## src/rtl/tcce_pkg.sv

```systemverilog
`default_nettype none
package tcce_pkg;

    // Screen geometry.
    localparam int COLUMNS   = 80;
    localparam int ROWS      = 25;
    localparam int TAB_WIDTH = 4;
    localparam int CELLS     = COLUMNS * ROWS;

    // Field widths.
    localparam int CELL_W = 11;
    localparam int COL_W  = 7;
    localparam int CHAR_W = 8;
    localparam int ATTR_W = 8;

    // Sized geometry constants.
    localparam logic [COL_W-1:0]  COLS_C     = COL_W'(COLUMNS);
    localparam logic [COL_W-1:0]  TAB_C      = COL_W'(TAB_WIDTH);
    localparam logic [CELL_W:0]   CELLS_C    = (CELL_W + 1)'(CELLS);
    localparam logic [CELL_W-1:0] LAST_ROW_C = CELL_W'(COLUMNS * (ROWS - 1));

    // Character codes with special handling.
    localparam logic [CHAR_W-1:0] CH_NULL    = 8'd0;
    localparam logic [CHAR_W-1:0] CH_TAB     = 8'd9;
    localparam logic [CHAR_W-1:0] CH_NEWLINE = 8'd10;
    localparam logic [CHAR_W-1:0] CH_SPACE   = 8'd32;

    // Command function codes.
    localparam logic FUNC_PLACE = 1'b0;
    localparam logic FUNC_CLEAR = 1'b1;

    // One registered request.
    typedef struct packed {
        logic              func;
        logic [CHAR_W-1:0] char_code;
        logic [ATTR_W-1:0] attribute;
    } t_cmd;

    // One cell-write command.
    typedef struct packed {
        logic [CELL_W-1:0] start_cell;
        logic [CHAR_W-1:0] cell_char;
        logic [ATTR_W-1:0] cell_attr;
        logic [COL_W-1:0]  run_length;
        logic              scroll_up;
        logic              clear_screen_cmd;
    } t_result;

endpackage
`default_nettype wire

```

## src/rtl/text_console_cursor_engine_top.sv

```systemverilog
// Path: an accepted request is held in the input register, then in the result register,
// which drives the result outputs.
// Throughput: one request per cycle while the result register is not stalled; the cursor
// add and compare sits between the input register and the result register.
// Reset: synchronous, active low; clears both valid flags and puts the cursor
// at cell 0, column 0.
`default_nettype none
module text_console_cursor_engine_top (
    input  wire                         i_clk,
    input  wire                         i_rst_n,
    input  wire                         i_in_valid,
    output logic                        o_in_stall,
    input  wire                         i_func,
    input  wire  [tcce_pkg::CHAR_W-1:0] i_char_code,
    input  wire  [tcce_pkg::ATTR_W-1:0] i_attribute,
    output logic                        o_out_valid,
    input  wire                         i_out_stall,
    output logic [tcce_pkg::CELL_W-1:0] o_start_cell,
    output logic [tcce_pkg::CHAR_W-1:0] o_cell_char,
    output logic [tcce_pkg::ATTR_W-1:0] o_cell_attr,
    output logic [tcce_pkg::COL_W-1:0]  o_run_length,
    output logic                        o_scroll_up,
    output logic                        o_clear_screen_cmd
);
    import tcce_pkg::*;

    t_cmd    in_cmd;
    t_cmd    cmd;
    t_result res;
    t_result out_res;
    logic    cmd_valid;
    logic    advance;

    assign in_cmd.func      = i_func;
    assign in_cmd.char_code = i_char_code;
    assign in_cmd.attribute = i_attribute;

    // Input register.
    tcce_in_reg u_in (
        .i_clk     (i_clk),
        .i_rst_n   (i_rst_n),
        .i_valid   (i_in_valid),
        .o_stall   (o_in_stall),
        .i_cmd     (in_cmd),
        .i_advance (advance),
        .o_valid   (cmd_valid),
        .o_cmd     (cmd)
    );

    // Cursor tracking and command build.
    tcce_cursor u_cursor (
        .i_clk    (i_clk),
        .i_rst_n  (i_rst_n),
        .i_update (cmd_valid && advance),
        .i_cmd    (cmd),
        .o_res    (res)
    );

    // Result register.
    tcce_out_reg u_out (
        .i_clk     (i_clk),
        .i_rst_n   (i_rst_n),
        .i_valid   (cmd_valid),
        .i_res     (res),
        .i_stall   (i_out_stall),
        .o_advance (advance),
        .o_valid   (o_out_valid),
        .o_res     (out_res)
    );

    assign o_start_cell       = out_res.start_cell;
    assign o_cell_char        = out_res.cell_char;
    assign o_cell_attr        = out_res.cell_attr;
    assign o_run_length       = out_res.run_length;
    assign o_scroll_up        = out_res.scroll_up;
    assign o_clear_screen_cmd = out_res.clear_screen_cmd;

endmodule
`default_nettype wire

```

## src/rtl/tcce_in_reg.sv

```systemverilog
`default_nettype none
module tcce_in_reg (
    input  wire                   i_clk,
    input  wire                   i_rst_n,
    input  wire                   i_valid,
    output logic                  o_stall,
    input  wire  tcce_pkg::t_cmd  i_cmd,
    input  wire                   i_advance,
    output logic                  o_valid,
    output tcce_pkg::t_cmd        o_cmd
);
    import tcce_pkg::*;

    logic r_valid;
    t_cmd r_cmd;

    // The register may load when it is empty or when its request moves on.
    assign o_stall = r_valid && !i_advance;
    assign o_valid = r_valid;
    assign o_cmd   = r_cmd;

    // Valid flag.
    always_ff @(posedge i_clk) begin
        if (!i_rst_n) begin
            r_valid <= 1'b0;
        end else if (!o_stall) begin
            r_valid <= i_valid;
        end
    end

    // Request payload.
    always_ff @(posedge i_clk) begin
        if (i_valid && !o_stall) begin
            r_cmd <= i_cmd;
        end
    end

endmodule
`default_nettype wire

```

## src/rtl/tcce_cursor.sv

```systemverilog
`default_nettype none
module tcce_cursor (
    input  wire                   i_clk,
    input  wire                   i_rst_n,
    input  wire                   i_update,
    input  wire  tcce_pkg::t_cmd  i_cmd,
    output tcce_pkg::t_result     o_res
);
    import tcce_pkg::*;

    logic [CELL_W-1:0] r_cell;
    logic [COL_W-1:0]  r_col;
    logic [CELL_W-1:0] n_cell;
    logic [COL_W-1:0]  n_col;
    logic [COL_W-1:0]  rem;
    logic [COL_W-1:0]  run;
    logic [CHAR_W-1:0] wchar;
    logic [CELL_W:0]   cell_sum;
    logic [COL_W:0]    col_sum;

    // Run length and written character for a place request.
    always_comb begin
        rem = COLS_C - r_col;
        if (i_cmd.char_code == CH_NULL) begin
            run   = '0;
            wchar = CH_NULL;
        end else if (i_cmd.char_code == CH_NEWLINE) begin
            run   = rem;
            wchar = CH_SPACE;
        end else if (i_cmd.char_code == CH_TAB) begin
            run   = (TAB_C < rem) ? TAB_C : rem;
            wchar = CH_SPACE;
        end else begin
            run   = COL_W'(1);
            wchar = i_cmd.char_code;
        end
    end

    // Cursor advance with row wrap and scroll at the screen end; a clear homes the cursor.
    always_comb begin
        cell_sum = {1'b0, r_cell} + (CELL_W + 1)'(run);
        col_sum  = {1'b0, r_col} + {1'b0, run};
        n_cell   = cell_sum[CELL_W-1:0];
        n_col    = (col_sum >= {1'b0, COLS_C}) ? '0 : col_sum[COL_W-1:0];
        o_res.start_cell       = r_cell;
        o_res.cell_char        = wchar;
        o_res.cell_attr        = i_cmd.attribute;
        o_res.run_length       = run;
        o_res.scroll_up        = 1'b0;
        o_res.clear_screen_cmd = 1'b0;
        if (cell_sum >= CELLS_C) begin
            n_cell          = LAST_ROW_C;
            n_col           = '0;
            o_res.scroll_up = 1'b1;
        end
        if (i_cmd.func == FUNC_CLEAR) begin
            n_cell = '0;
            n_col  = '0;
            o_res  = '0;
            o_res.clear_screen_cmd = 1'b1;
        end
    end

    // Cursor state moves once per request that leaves the input register.
    always_ff @(posedge i_clk) begin
        if (!i_rst_n) begin
            r_cell <= '0;
            r_col  <= '0;
        end else if (i_update) begin
            r_cell <= n_cell;
            r_col  <= n_col;
        end
    end

endmodule
`default_nettype wire

```

## src/rtl/tcce_out_reg.sv

```systemverilog
`default_nettype none
module tcce_out_reg (
    input  wire                      i_clk,
    input  wire                      i_rst_n,
    input  wire                      i_valid,
    input  wire  tcce_pkg::t_result  i_res,
    input  wire                      i_stall,
    output logic                     o_advance,
    output logic                     o_valid,
    output tcce_pkg::t_result        o_res
);
    import tcce_pkg::*;

    logic    r_valid;
    t_result r_res;

    // A new result may load when the register is empty or being taken.
    assign o_advance = !r_valid || !i_stall;
    assign o_valid   = r_valid;
    assign o_res     = r_res;

    // Valid flag.
    always_ff @(posedge i_clk) begin
        if (!i_rst_n) begin
            r_valid <= 1'b0;
        end else if (o_advance) begin
            r_valid <= i_valid;
        end
    end

    // Result payload.
    always_ff @(posedge i_clk) begin
        if (i_valid && o_advance) begin
            r_res <= i_res;
        end
    end

endmodule
`default_nettype wire

```

## config.mk

```make
export PLATFORM = sky130hd
export DESIGN_NAME = text_console_cursor_engine_top
export DESIGN_NICKNAME = d
export VERILOG_FILES = /design/src/rtl/tcce_pkg.sv /design/src/rtl/text_console_cursor_engine_top.sv /design/src/rtl/tcce_in_reg.sv /design/src/rtl/tcce_cursor.sv /design/src/rtl/tcce_out_reg.sv
export SDC_FILE = /design/constraint.sdc
export NUM_CORES = 1
export LEC_CHECK = 0
export BUFFER_PORTS_ARGS = -buffer_cell sky130_fd_sc_hd__clkbuf_2
export CORE_UTILIZATION = 33
export DETAILED_ROUTE_END_ITERATION = 16
export PLACE_DENSITY = 0.52
export SYNTH_ARGS = -nofsm -noshare
export SYNTH_HDL_FRONTEND = slang
export SYNTH_SLANG_ARGS = --single-unit
```

## constraint.sdc

```tcl
create_clock -name i_clk -period 6.3 [get_ports i_clk]
set_input_delay 1.26 -clock i_clk [delete_from_list [all_inputs] [get_ports i_clk]]
set_output_delay 1.26 -clock i_clk [all_outputs]
set_load 0.02 [all_outputs]
```

Word-level counts from Yosys, hierarchy flattened
Index checks and enable logic that the tools add are counted.
{"block": "op_classes", "addsub": 3, "order_cmp": 3, "eq_ne": 2, "muxes": 13, "reduce_logical": 11}
{"operator": "$mux W7", "count": 7}
{"operator": "$mux W11", "count": 2}
{"operator": "$eq A8 B4 Y1 const B", "count": 2}
{"operator": "$mux W8", "count": 2}
{"operator": "$add A11 B7 Y12", "count": 1}
{"operator": "$ge A12 B11 Y1 const B", "count": 1}
{"operator": "$add A7 B7 Y8", "count": 1}
{"operator": "$ge A8 B7 Y1 const B", "count": 1}
{"operator": "$logic_not A8 Y1", "count": 1}
{"operator": "$lt A3 B7 Y1 const A", "count": 1}
{"operator": "$sub A7 B7 Y7 const A", "count": 1}
{"operator": "$logic_not A1 Y1", "count": 4}
{"operator": "$reduce_or A4 Y1", "count": 1}
{"operator": "$logic_and A1 B1 Y1", "count": 3}
{"operator": "$mux W1", "count": 2}
{"operator": "$reduce_or A2 Y1", "count": 1}
{"operator": "$logic_or A1 B1 Y1", "count": 1}
{"block": "totals", "register_bits": 73, "input_bits": 21, "out_inout_bits": 38, "word_cells": 46}

Depth between registers and ports, before layout
Gate-level depths: netlist (run 1).
{"block": "logic_depth", "ltp_word": 11, "depth_mapped": 23, "depth_no_buf": 21}

Modules after synthesis
From an unflattened synthesis (run 1), not the netlist that was laid out.
{"block": "hier_totals", "cells_unflattened": 410, "hier_area_um2": 4176.5}
{"module": "tcce_cursor", "n_inst": 1, "cells_per_inst": 347, "area_each_um2": 2489.9, "seq_area_each_um2": 360.3}
{"module": "tcce_out_reg", "n_inst": 1, "cells_per_inst": 41, "area_each_um2": 1122.3, "seq_area_each_um2": 1101.1}
{"module": "tcce_in_reg", "n_inst": 1, "cells_per_inst": 21, "area_each_um2": 558.0, "seq_area_each_um2": 530.5}
{"module": "text_console_cursor_engine_top", "n_inst": 1, "cells_per_inst": 1, "area_each_um2": 6.3, "seq_area_each_um2": 0.0}

Worst setup path after synthesis (run 1)
OpenSTA, ideal clock, no wires.
{"block": "synth_timing", "path_kind": "reg2reg", "start": "register u_cursor.r_col[0]", "end": "register u_cursor.r_cell[2]", "setup_ns": 0.071, "arrival_ns": 4.585, "required_ns": 6.229, "path_slack_ns": 1.645, "stages_incl_launch_ff": 23, "n_path_buf": 2, "period_less_slack_ns": 4.655, "cell_sequence": "dfxtp_1 -> clkbuf_1 -> inv_1 -> ha_1 -> nor4b_1 -> a31oi_1 -> o22ai_1 -> a31o_2 -> a21oi_1 -> o21ai_0 -> ha_1 -> inv_1 -> fa_1 -> nor2b_1 -> o211ai_1 -> a21boi_0 -> o21ai_0 -> xnor2_1 -> a31o_1 -> a211o_1 -> buf_6 -> or4_1 -> a21oi_1"}
{"block": "synth_via", "elab_chain_len": 10}
{"item": "from (decl)", "line": "tcce_cursor.sv:12", "source": "logic [COL_W-1:0] r_col;"}
{"item": "from (signal assigned)", "line": "tcce_cursor.sv:71", "source": "r_col <= n_col;"}
{"item": "$sub A7 B7 Y7 *", "line": "tcce_cursor.sv:23", "source": "rem = COLS_C - r_col;"}
{"item": "$lt A3 B7 Y1", "line": "tcce_cursor.sv:31", "source": "run = (TAB_C < rem) ? TAB_C : rem;"}
{"item": "$mux W7", "line": "tcce_cursor.sv:31"}
{"item": "$mux W7", "line": "tcce_cursor.sv:30", "source": "end else if (i_cmd.char_code == CH_TAB) begin"}
{"item": "$mux W7 *", "line": "tcce_cursor.sv:27", "source": "end else if (i_cmd.char_code == CH_NEWLINE) begin"}
{"item": "$mux W7 *", "line": "tcce_cursor.sv:24", "source": "if (i_cmd.char_code == CH_NULL) begin"}
{"item": "via u_cursor.run[0]", "line": "tcce_cursor.sv:16", "source": "logic [COL_W-1:0] run;"}
{"item": "$add A11 B7 Y12 *", "line": "tcce_cursor.sv:41", "source": "cell_sum = {1'b0, r_cell} + (CELL_W + 1)'(run);"}
{"item": "$ge A12 B11 Y1", "line": "tcce_cursor.sv:51", "source": "if (cell_sum >= CELLS_C) begin"}
{"item": "$mux W11 *", "line": "tcce_cursor.sv:51"}
{"item": "$mux W11 *", "line": "tcce_cursor.sv:56", "source": "if (i_cmd.func == FUNC_CLEAR) begin"}
{"item": "to (signal assigned)", "line": "tcce_cursor.sv:70", "source": "r_cell <= n_cell;"}
{"item": "to (decl)", "line": "tcce_cursor.sv:11", "source": "logic [CELL_W-1:0] r_cell;"}
The timed path passes the listed nets; every way through them passes the cells marked *.
A chain may end at the register's enable or synchronous reset.

Worst setup path after layout (run 1)
{"block": "layout_timing", "start": "register u_cursor.r_col[0]", "end": "register u_cursor.r_col[5]"}
{"block": "layout_via", "elab_chain_len": 11, "word_cells_on_any_way": 13, "cone_classes": "add/sub (3); order compare (3); mux (7)"}
{"item": "$sub A7 B7 Y7 *", "line": "tcce_cursor.sv:23"}
{"item": "$lt A3 B7 Y1", "line": "tcce_cursor.sv:31"}
{"item": "$mux W7", "line": "tcce_cursor.sv:31"}
{"item": "$mux W7", "line": "tcce_cursor.sv:30"}
{"item": "$mux W7 *", "line": "tcce_cursor.sv:27"}
{"item": "$mux W7 *", "line": "tcce_cursor.sv:24"}
{"item": "via u_cursor.run[0]", "line": "tcce_cursor.sv:16"}
{"item": "branches (longest 3 deep; another with $add A11 B7 Y12)"}
{"item": "$mux W7 *", "line": "tcce_cursor.sv:51"}
{"item": "$mux W7 *", "line": "tcce_cursor.sv:56"}
Mark *: on every way through the listed nets, which the timed path passes.

==> impl_results.md, run 1 <==
- Run status: completed
- Mean number of vias per cell: between 4 and 5
- Worst Setup End Kind: flop
- Number of buffers added by the clock tree synthesis step: 9
- Clk_lat worst skew: around 350 ps
- Total global-route track usage: approximately 14%
- Most frequently used flop master after synthesis: sky130_fd_sc_hd__edfxtp_1
- Final Max Tran Viols: 0
- Netlist area before placement: approximately 3600 um^2
- Net Count, Synth: approximately 360
- Number of maximum-capacitance constraint violations: 0
- Standard cell core area: roughly 10,000 um^2
- Unrepaired setup endpoints after global routing: no
- Areal power density over the cells: 223 nW/um^2
- Number of antenna violations at the first check in global routing: 0
- Largest delay share family, worst path: compound AO/OA/AOI/OAI gates
- Average wire length per cell after detail routing: 14.9 um
- ANT cells: 0
- Leak Pwr: 0.00166 uW
- Maximum number of pins on one net before global-route repair: 34
- Gp weighted congestion: 0.825
- Maximum fanout along the worst path: 11
- Post-synthesis instance total: roughly 330
- Area Overhead vs Synth: 16.2%
- Startpoint-to-endpoint class of the critical path: reg -> reg
- Ratio of final minimum period to clock period: between 80% and 90%
- Transition at the pin with the smallest max-transition slack: 703 ps
- Largest area contributor in the netlist: sky130_fd_sc_hd__edfxtp_1
- Synth unique cells: 54
- Count of cells resized by post-cts repair: 0
- Remaining design rule violation count: 0
- Shortest period the worst path allows: about 5200 ps
- Filler cell count: 1,022
- Post-route antenna net violation count: 0
- # hold bufs at CTS: 0
- Number of nets in the finished design: between 400 and 500
- Detailed placement HPWL: roughly 5.5 mm
- YS warnings: 0
- Portion of the post-synthesis area used by sequential elements: 55.1%
- I/O pins: between 50 and 60
- Uppermost signal routing layer after detailed routing: met4
- Total met2 wirelength after detailed routing: 3.64 mm
- Level count of the clock H-tree: 3
- Clock slew at the register clock pins of the worst setup and hold paths: 80 ps
- Number of iterations in the first detailed-routing pass: 4
- Initial Utilization: about 35%
- Summed negative setup slack over all endpoints: 0 ps
- Final count of negative-setup-slack endpoints: 0
- Total power: ~940 uW
- Number of enable-type register cells in the synthesized netlist: 53
- Die X: 107 um
- Height of the die: 107 um
- Hold Vio Cnt, Final: 0
- Num rows: 37
- Slowest CP cell: sky130_fd_sc_hd__or4_1
- Worst path cell trace: inv_1 > ha_1 > nor4b_1 > a31oi_1 > o22ai_1 > a31o_2 > a21oi_1 > o21ai_0 > ha_1 > inv_1 > fa_1 > nor2b_1 > o211ai_1 > a21boi_0 > o21ai_0 > xnor2_1 > a31o_1 > a211o_1 > or4_1 > o21ai_0
- Area of the die: approximately 11,000 um^2
- 1st-iter DRT viols: 154
- Total via count in the routed design: ~2.6k
- Wire length the detailed router placed on met1: between 3 and 4 mm
- Required time reported for the critical path endpoint: between 6000 and 7000 ps
- CP peak stage delay: approximately 550 ps
- Path class of the lowest-slack min-delay path: reg -> reg
- Area fraction of the dominant cell type after synthesis: roughly 44%
- Clock sink count: between 70 and 80
- Number of flip-flops and latches in the synthesized netlist: 73
- Worst setup SP type: flop
- Vias in the first global route: approximately 2.4k
- Clock Root Buffer: sky130_fd_sc_hd__clkbuf_8
- Worst Path Arrival: 5500 ps
- Number of buffers on the longest clock path: 2
- Cell with the most instances on the worst path: sky130_fd_sc_hd__o21ai_0
- Post-synthesis average cell area: between 10 and 15 um^2
- Fraction of synthesis flops using an asynchronous set or reset pin: 0%
- Max Clock Skew: 9.94 ps
- VDD IR max: a little under 0.09 mV
- Fraction of final layout cells sized beyond drive strength 1: 22.1%
- Worst slew margin: approximately 53%
- DR WL met3: around 320 um
- CTS tree: built
- Number of buffers inserted by post-CTS setup repair: 0
- First-pass GRT wire length: around 12 mm
- Routed WL: ~8 mm
- Highest attainable clock frequency: ~190 MHz
- Residual overflow from global routing: 0
- Count of buffering cells on the critical path with inverters included: 2
- # port buffers: between 50 and 60
- Ranking of synthesized cells by area: sky130_fd_sc_hd__edfxtp_1 (44%), sky130_fd_sc_hd__dfxtp_1 (11%), sky130_fd_sc_hd__ha_1 (4.5%)
-- sequential cells by signal, summed over array words and instances, names as in the netlist --
register	cells
u_in.o_cmd	17
u_cursor.r_cell	11
u_out.o_res	36
u_cursor.r_col	7
u_out.o_valid	1
u_in.o_valid	1
-- cells in the mapped netlist (all sizes together), types with 3 or more instances --
| cell | n |
|---|---|
| edfxtp | 53 |
| clkbuf | 13 |
| xnor2 | 8 |
| o21ai | 14 |
| a21o | 5 |
| xor2 | 6 |
| nor4 | 3 |
| ha | 13 |
| nand2 | 29 |
| inv | 13 |
| a21oi | 15 |
| a31oi | 4 |
| a31o | 3 |
| or4 | 3 |
| a32o | 3 |
| nor2b | 25 |
| o21a | 4 |
| nor2 | 31 |
| nor3 | 11 |
| and2 | 5 |
| nand3 | 5 |
| or3 | 5 |
| dfxtp | 20 |
-- through the flow --
step / hold WS, ps / util (%) / setup WS [ps] / std cells / area, um^2
6_report: 476 / 40.2 / 1070 / 525 / 4200
5_1_grt: 513 / 40.2 / 673 / 525 / 4200
4_1_cts: 478 / 40.2 / 1070 / 525 / 4200
3_5_place_dp: 467 / 38.6 / 1100 / 509 / 4040
3_3_place_gp: 461 / 38.6 / 1320 / 509 / 4040
2_1_floorplan: 444 / - / 1640 / 327 / 3620
-- cells by family after synthesis --
kind of cell    after synthesis  synth area share, %
flops                        73                 55.1
buf+inv                      28                 3.15
simple gates                129                 19.3
compound gates               67                 13.2
fa+ha+maj                    16                 5.88
xor+xnor                     14                 3.39
-- tightest hold or removal path: stages, from the launching register on --
cell and delay (ps):
sky130_fd_sc_hd__dfxtp_1 330, sky130_fd_sc_hd__nand2_1 60, sky130_fd_sc_hd__a21oi_1 50
-- report_power, final --
part	internal, uW	switching [uW]	total [uW]
logic	23.6	47.9	71.5
registers	535	8.53	543
clock network	142	181	323
total	700	237	937
-- final cells by class --
type	count	area, um^2	area share (%)
clock buffers	9	124	2.95
multi-input cells	226	1510	36.0
clock inverters	7	45.0	1.07
inverters	13	48.8	1.16
well taps	136	170	4.05
flip-flops and latches	73	1990	47.4
repair buffers	61	313	7.44
-- metal layers --
layer | global-route usage (%) | vias up
met3 | 2.07 | 12
met4 | 7.93 | 0
met5 | 0 | -
met1 | 18.8 | 1231
li1 | - | 1303
met2 | 23.0 | 71
-- cells in the final DEF, fill, tap and decap left out, types with 5 or more instances in the layout --
cell type / n
sky130_fd_sc_hd__clkbuf_2: 58
sky130_fd_sc_hd__edfxtp_1: 53
sky130_fd_sc_hd__nor2_1: 31
sky130_fd_sc_hd__nand2_1: 29
sky130_fd_sc_hd__nor2b_1: 25
sky130_fd_sc_hd__dfxtp_1: 20
sky130_fd_sc_hd__a21oi_1: 15
sky130_fd_sc_hd__o21ai_0: 14
sky130_fd_sc_hd__inv_1: 13
sky130_fd_sc_hd__ha_1: 13
sky130_fd_sc_hd__nor3_1: 11
sky130_fd_sc_hd__clkbuf_8: 9
sky130_fd_sc_hd__xnor2_1: 8
sky130_fd_sc_hd__xor2_1: 6
sky130_fd_sc_hd__or3_1: 5
sky130_fd_sc_hd__a21o_1: 5
sky130_fd_sc_hd__and2_1: 5
-- path summary, 6_finish.rpt --
kind,slack (ps),cells after the start,startpoint,to
min reg2reg,480,2,u_cursor.r_cell[1]$_SDFFE_PN0P_,u_cursor.r_cell[1]$_SDFFE_PN0P_
max,1070,20,u_cursor.r_col[0]$_SDFFE_PN0P_,u_cursor.r_col[5]$_SDFFE_PN0P_
max reg2reg,1070,20,u_cursor.r_col[0]$_SDFFE_PN0P_,u_cursor.r_col[5]$_SDFFE_PN0P_
min,480,2,u_cursor.r_cell[1]$_SDFFE_PN0P_,u_cursor.r_cell[1]$_SDFFE_PN0P_
Power figures use the tool's default switching activity.
==> run 2, diff against run 1 <==
ABC_AREA = 1   (was unset)
clock period = 5.4 ns   (was 6.3 ns; I/O delays follow)
==> run 2 against run 1 <==
  * Synthesized cell count up 27%
  * Sequential share of layout area down 2.7 points
  * Global-route usage up 0.22 points
  * Via count up 9.0%
  * Utilization up 0.55 points
  * Power up 38%
  * Worst hold slack better by 14 ps
  * Non-clock buffer count down 1
  * Wire length up 0.61%
  * Clock-buffer cell count up 2
  * Cell area up 6.0%
  * Fmax up 23%
  * Largest cell class unchanged
  * Highest routed layer unchanged
==> impl_results.md, run 2 <==
- Synthesized-area fraction occupied by ao, oa, aoi and oai cells: 5.71% (-7.5 points)
- Max FFs per register: 36 (unchanged)
- Fraction of final layout cells sized beyond drive strength 1: 21.6% (-0.49 points)
- Clock slew at the register clock pins of the worst setup and hold paths: 60 ps (-20 ps)
- # hold bufs at CTS: 0 (unchanged)
- Seq. cell area: 1990 um^2 (unchanged)
- Startpoint-to-endpoint class of the critical path: reg -> reg
- Mean number of vias per cell: 4.59 (-7.8%)
- Ranking of synthesized cells by area: sky130_fd_sc_hd__edfxtp_1 (43%), sky130_fd_sc_hd__dfxtp_1 (11%), sky130_fd_sc_hd__nand2_1 (7.8%)
- Most common cell after layout, fill and taps aside: sky130_fd_sc_hd__nand2_1
- Die X: 108 um (+1.5%)
- Number of enable-type register cells in the synthesized netlist: 53 (unchanged)
- Worst path setup slack after routing: 1140 ps (+69.5 ps)
- Launch instance of the worst min-delay path: u_cursor.r_cell[9]$_SDFFE_PN0P_
- Summed negative setup slack over all endpoints: 0 ps (unchanged)
- Filler cell count: 1,120 (+9.6%)
- Multiplexer share of the synthesized area: 0% (unchanged)
- Highest attainable clock frequency: 235 MHz (+23%)
- Portion of the post-synthesis area used by sequential elements: 53.4% (-1.6 points)
- Final count of negative-setup-slack endpoints: 0 (unchanged)
- Average wire length per cell after detail routing: 12.6 um (-15%)
- Max Clock Skew: 9.56 ps (-0.377 ps)
- Cell with the most instances on the worst path: sky130_fd_sc_hd__nand2_1
- Combinational family with the most area after synthesis: simple AND/OR/NAND/NOR gates
- Launch instance of the worst register-to-register path: u_cursor.r_col[0]$_SDFFE_PN0P_
- Final Max Tran Viols: 0 (unchanged)
- Number of buffers on the longest clock path: 2 (unchanged)
- Residual overflow from global routing: 0 (unchanged)
- Routed WL: 7.85 mm (+0.61%)
- Standard cell core area: 10,900 um^2 (+4.5%)
- Post-route antenna net violation count: 0 (unchanged)
- Area Overhead vs Synth: 19.5%
- Net Count, Synth: 450 (+24%)
- Count of buffering cells on the critical path with inverters included: 3 (+1)
- Largest delay share family, worst path: simple AND/OR/NAND/NOR gates
- Worst Setup End Kind: flop
- ANT cells: 0 (unchanged)
- Highest-count cells in the layout ignoring fill and taps: sky130_fd_sc_hd__nand2_1 (77), sky130_fd_sc_hd__inv_1 (64), sky130_fd_sc_hd__clkbuf_2 (58)
- Synthesized-area fraction occupied by and/or/nand/nor cells: 25.3% (+6.0 points)
- Largest area contributor in the netlist: sky130_fd_sc_hd__edfxtp_1
- Run status: completed
- Slowest CP cell: sky130_fd_sc_hd__nor3_1
- Ratio of final minimum period to clock period: 78.9% (-4.1 points)
- Number of buffers inserted by post-CTS setup repair: 0 (unchanged)
- First-pass GRT wire length: 13.2 mm (+6.4%)
- Number of flip-flops and latches in the synthesized netlist: 73 (unchanged)
- Clk_lat worst skew: 330 ps (-20 ps)
- Number of buffers added by the clock tree synthesis step: 9 (unchanged)
- Dpl ws: 1170 ps (+70.1 ps)
- Num rows: 38 (+2.7%)
- Level count of the clock H-tree: 3 (unchanged)
- Critical path origin: u_cursor.r_col[0]$_SDFFE_PN0P_
- Detailed placement HPWL: 5.69 mm (+3.0%)
- Worst setup SP type: flop
- Maximum fanout along the worst path: 17 (+6)
- Remaining design rule violation count: 0 (unchanged)
- Gp weighted congestion: 0.853 (+3.4%)
- Path class of the lowest-slack min-delay path: reg -> reg
- 1st-iter DRT viols: 190 (+23%)
- Most frequently used flop master after synthesis: sky130_fd_sc_hd__edfxtp_1
- Total global-route track usage: 14.6% (+0.22 points)
- Synth unique cells: 34 (-37%)
- Hold Vio Cnt, Final: 0 (unchanged)
- YS warnings: 0 (unchanged)
- Area share of fa/ha/maj cells after synthesis: 5.44% (-0.44 points)
- Area fraction of the dominant cell type after synthesis: 42.7% (-1.3 points)
- Required time reported for the critical path endpoint: 5640 ps (-930 ps)
- # port buffers: 58 (unchanged)
- Total via count in the routed design: 2,853 (+9.0%)
- XOR/XNOR share of the synthesized area: 1.88% (-1.5 points)
- Number of nets in the finished design: 512 (+22%)
- Placed standard-cell area: 4170 um^2 (+3.2%)
- Area of the multi-input gates: 1440 um^2 (-4.9%)
- Clock Root Buffer: sky130_fd_sc_hd__clkbuf_16
- Clock sink count: 73 (unchanged)
- Netlist area before placement: 3730 um^2 (+3.0%)
- Worst slew margin: 42.6% (-10 points)
- Worst path cell trace: inv_2 > ha_1 > xor2_1 > a21oi_1 > nor3_1 > nand3_1 > nand2_1 > inv_1 > nor3_1 > inv_1 > fa_1 > o21ai_0 > nand2_2 > nand2_2 > nand2_2 > nand2_2 > nand2_1 > nand2_1 > nand2_1 > nor2_2 > nand3_4 > nand3_1 > nand2_1 > a21oi_1
- Worst Path Arrival: 4500 ps (-1000 ps)
- Finished layout cell area: 4450 um^2 (+6.0%)
- Number of iterations in the first detailed-routing pass: 4 (unchanged)
- Number of antenna violations at the first check in global routing: 0 (unchanged)
- Shortest period the worst path allows: 4260 ps (-969 ps)
- Post-synthesis average cell area: 9.00 um^2 (-19%)
- Number of maximum-capacitance constraint violations: 0 (unchanged)
- Area of the die: 11,700 um^2 (+3.0%)
- Maximum number of pins on one net before global-route repair: 38 (+12%)
- Count of cells resized by post-cts repair: 0 (unchanged)
- Post-synthesis instance total: 414 (+27%)
- Vias in the first global route: 2,769 (+13%)
- Worst Hold Margin: 490 ps (+14.0 ps)
- Initial Utilization: 34.1% (-0.49 points)
- Count leader, synth: sky130_fd_sc_hd__nand2_1
- Height of the die: 108 um (+1.5%)
- I/O pins: 59 (unchanged)
- CP peak stage delay: 530 ps (-20 ps)
- CTS tree: built
- Leak Pwr: 0.00200 uW (+20%)
- Fraction of synthesis flops using an asynchronous set or reset pin: 0% (unchanged)
- Most instantiated cells after synthesis: sky130_fd_sc_hd__nand2_1 (77), sky130_fd_sc_hd__inv_1 (64), sky130_fd_sc_hd__edfxtp_1 (53), sky130_fd_sc_hd__nor2_1 (50), sky130_fd_sc_hd__a21oi_1 (33)
- Unrepaired setup endpoints after global routing: no
- VDD IR max: 0.157 mV (+78%)
- Transition at the pin with the smallest max-transition slack: 859 ps (+156 ps)
- Areal power density over the cells: 290 nW/um^2 (+30%)
## run 2: metrics by stage
stage	cells	power (uW)	util, %
2_1_floorplan	414	692	-
3_3_place_gp	605	720	38.1
3_5_place_dp	605	722	38.1
4_1_cts	621	1310	40.7
5_1_grt	621	1340	40.7
6_report	621	1290	40.7
## run 2: area by class of cell
type                            instances  area share (%)
Sequential cell                        73            44.7
Multi-Input combinational cell        264            32.3
Timing Repair Buffer                   60            6.85
Inverter                               68            5.73
Clock buffer                           11            5.22
Tap cell                              140            3.93
Clock inverter                          5            1.26
## run 2: cells by family after synthesis
group,count (synthesis)
XOR/XNOR,8
AND/OR/NAND/NOR,200
adder cells (fa/ha/maj),15
buffers and inverters,77
flip-flops,73
AO/OA/AOI/OAI,41
## run 2: worst min-delay path, cell delays in order (launching register included)
cell and delay, ps:
sky130_fd_sc_hd__dfxtp_1 320, sky130_fd_sc_hd__nand2_1 60, sky130_fd_sc_hd__a21oi_1 60
## run 2: path summary, 6_finish.rpt
kind                            slack (ps)  cells after the start                               to
worst min-delay path                   490                      2  u_cursor.r_cell[9]$_SDFFE_PN0P_
worst max register to register        1140                     24  u_cursor.r_cell[9]$_SDFFE_PN0P_
worst min register to register         490                      2  u_cursor.r_cell[9]$_SDFFE_PN0P_
worst max-delay path                  1140                     24  u_cursor.r_cell[9]$_SDFFE_PN0P_
## run 2: layer usage
layer  GRT usage, %  part of all wire, %
met1           19.0                   48
met2           23.8                   48
met3           2.77                  3.5
met4           6.37                  1.2
met5              0                    0
## run 2: power by group
group	switching (uW)	total, uW	internal, uW	leakage (uW)
Sequential	7.30	631	624	0.000681
Combinational	54.7	77.3	22.6	0.00118
Clock	225	583	358	0.000140
Total	287	1290	1000	0.00200
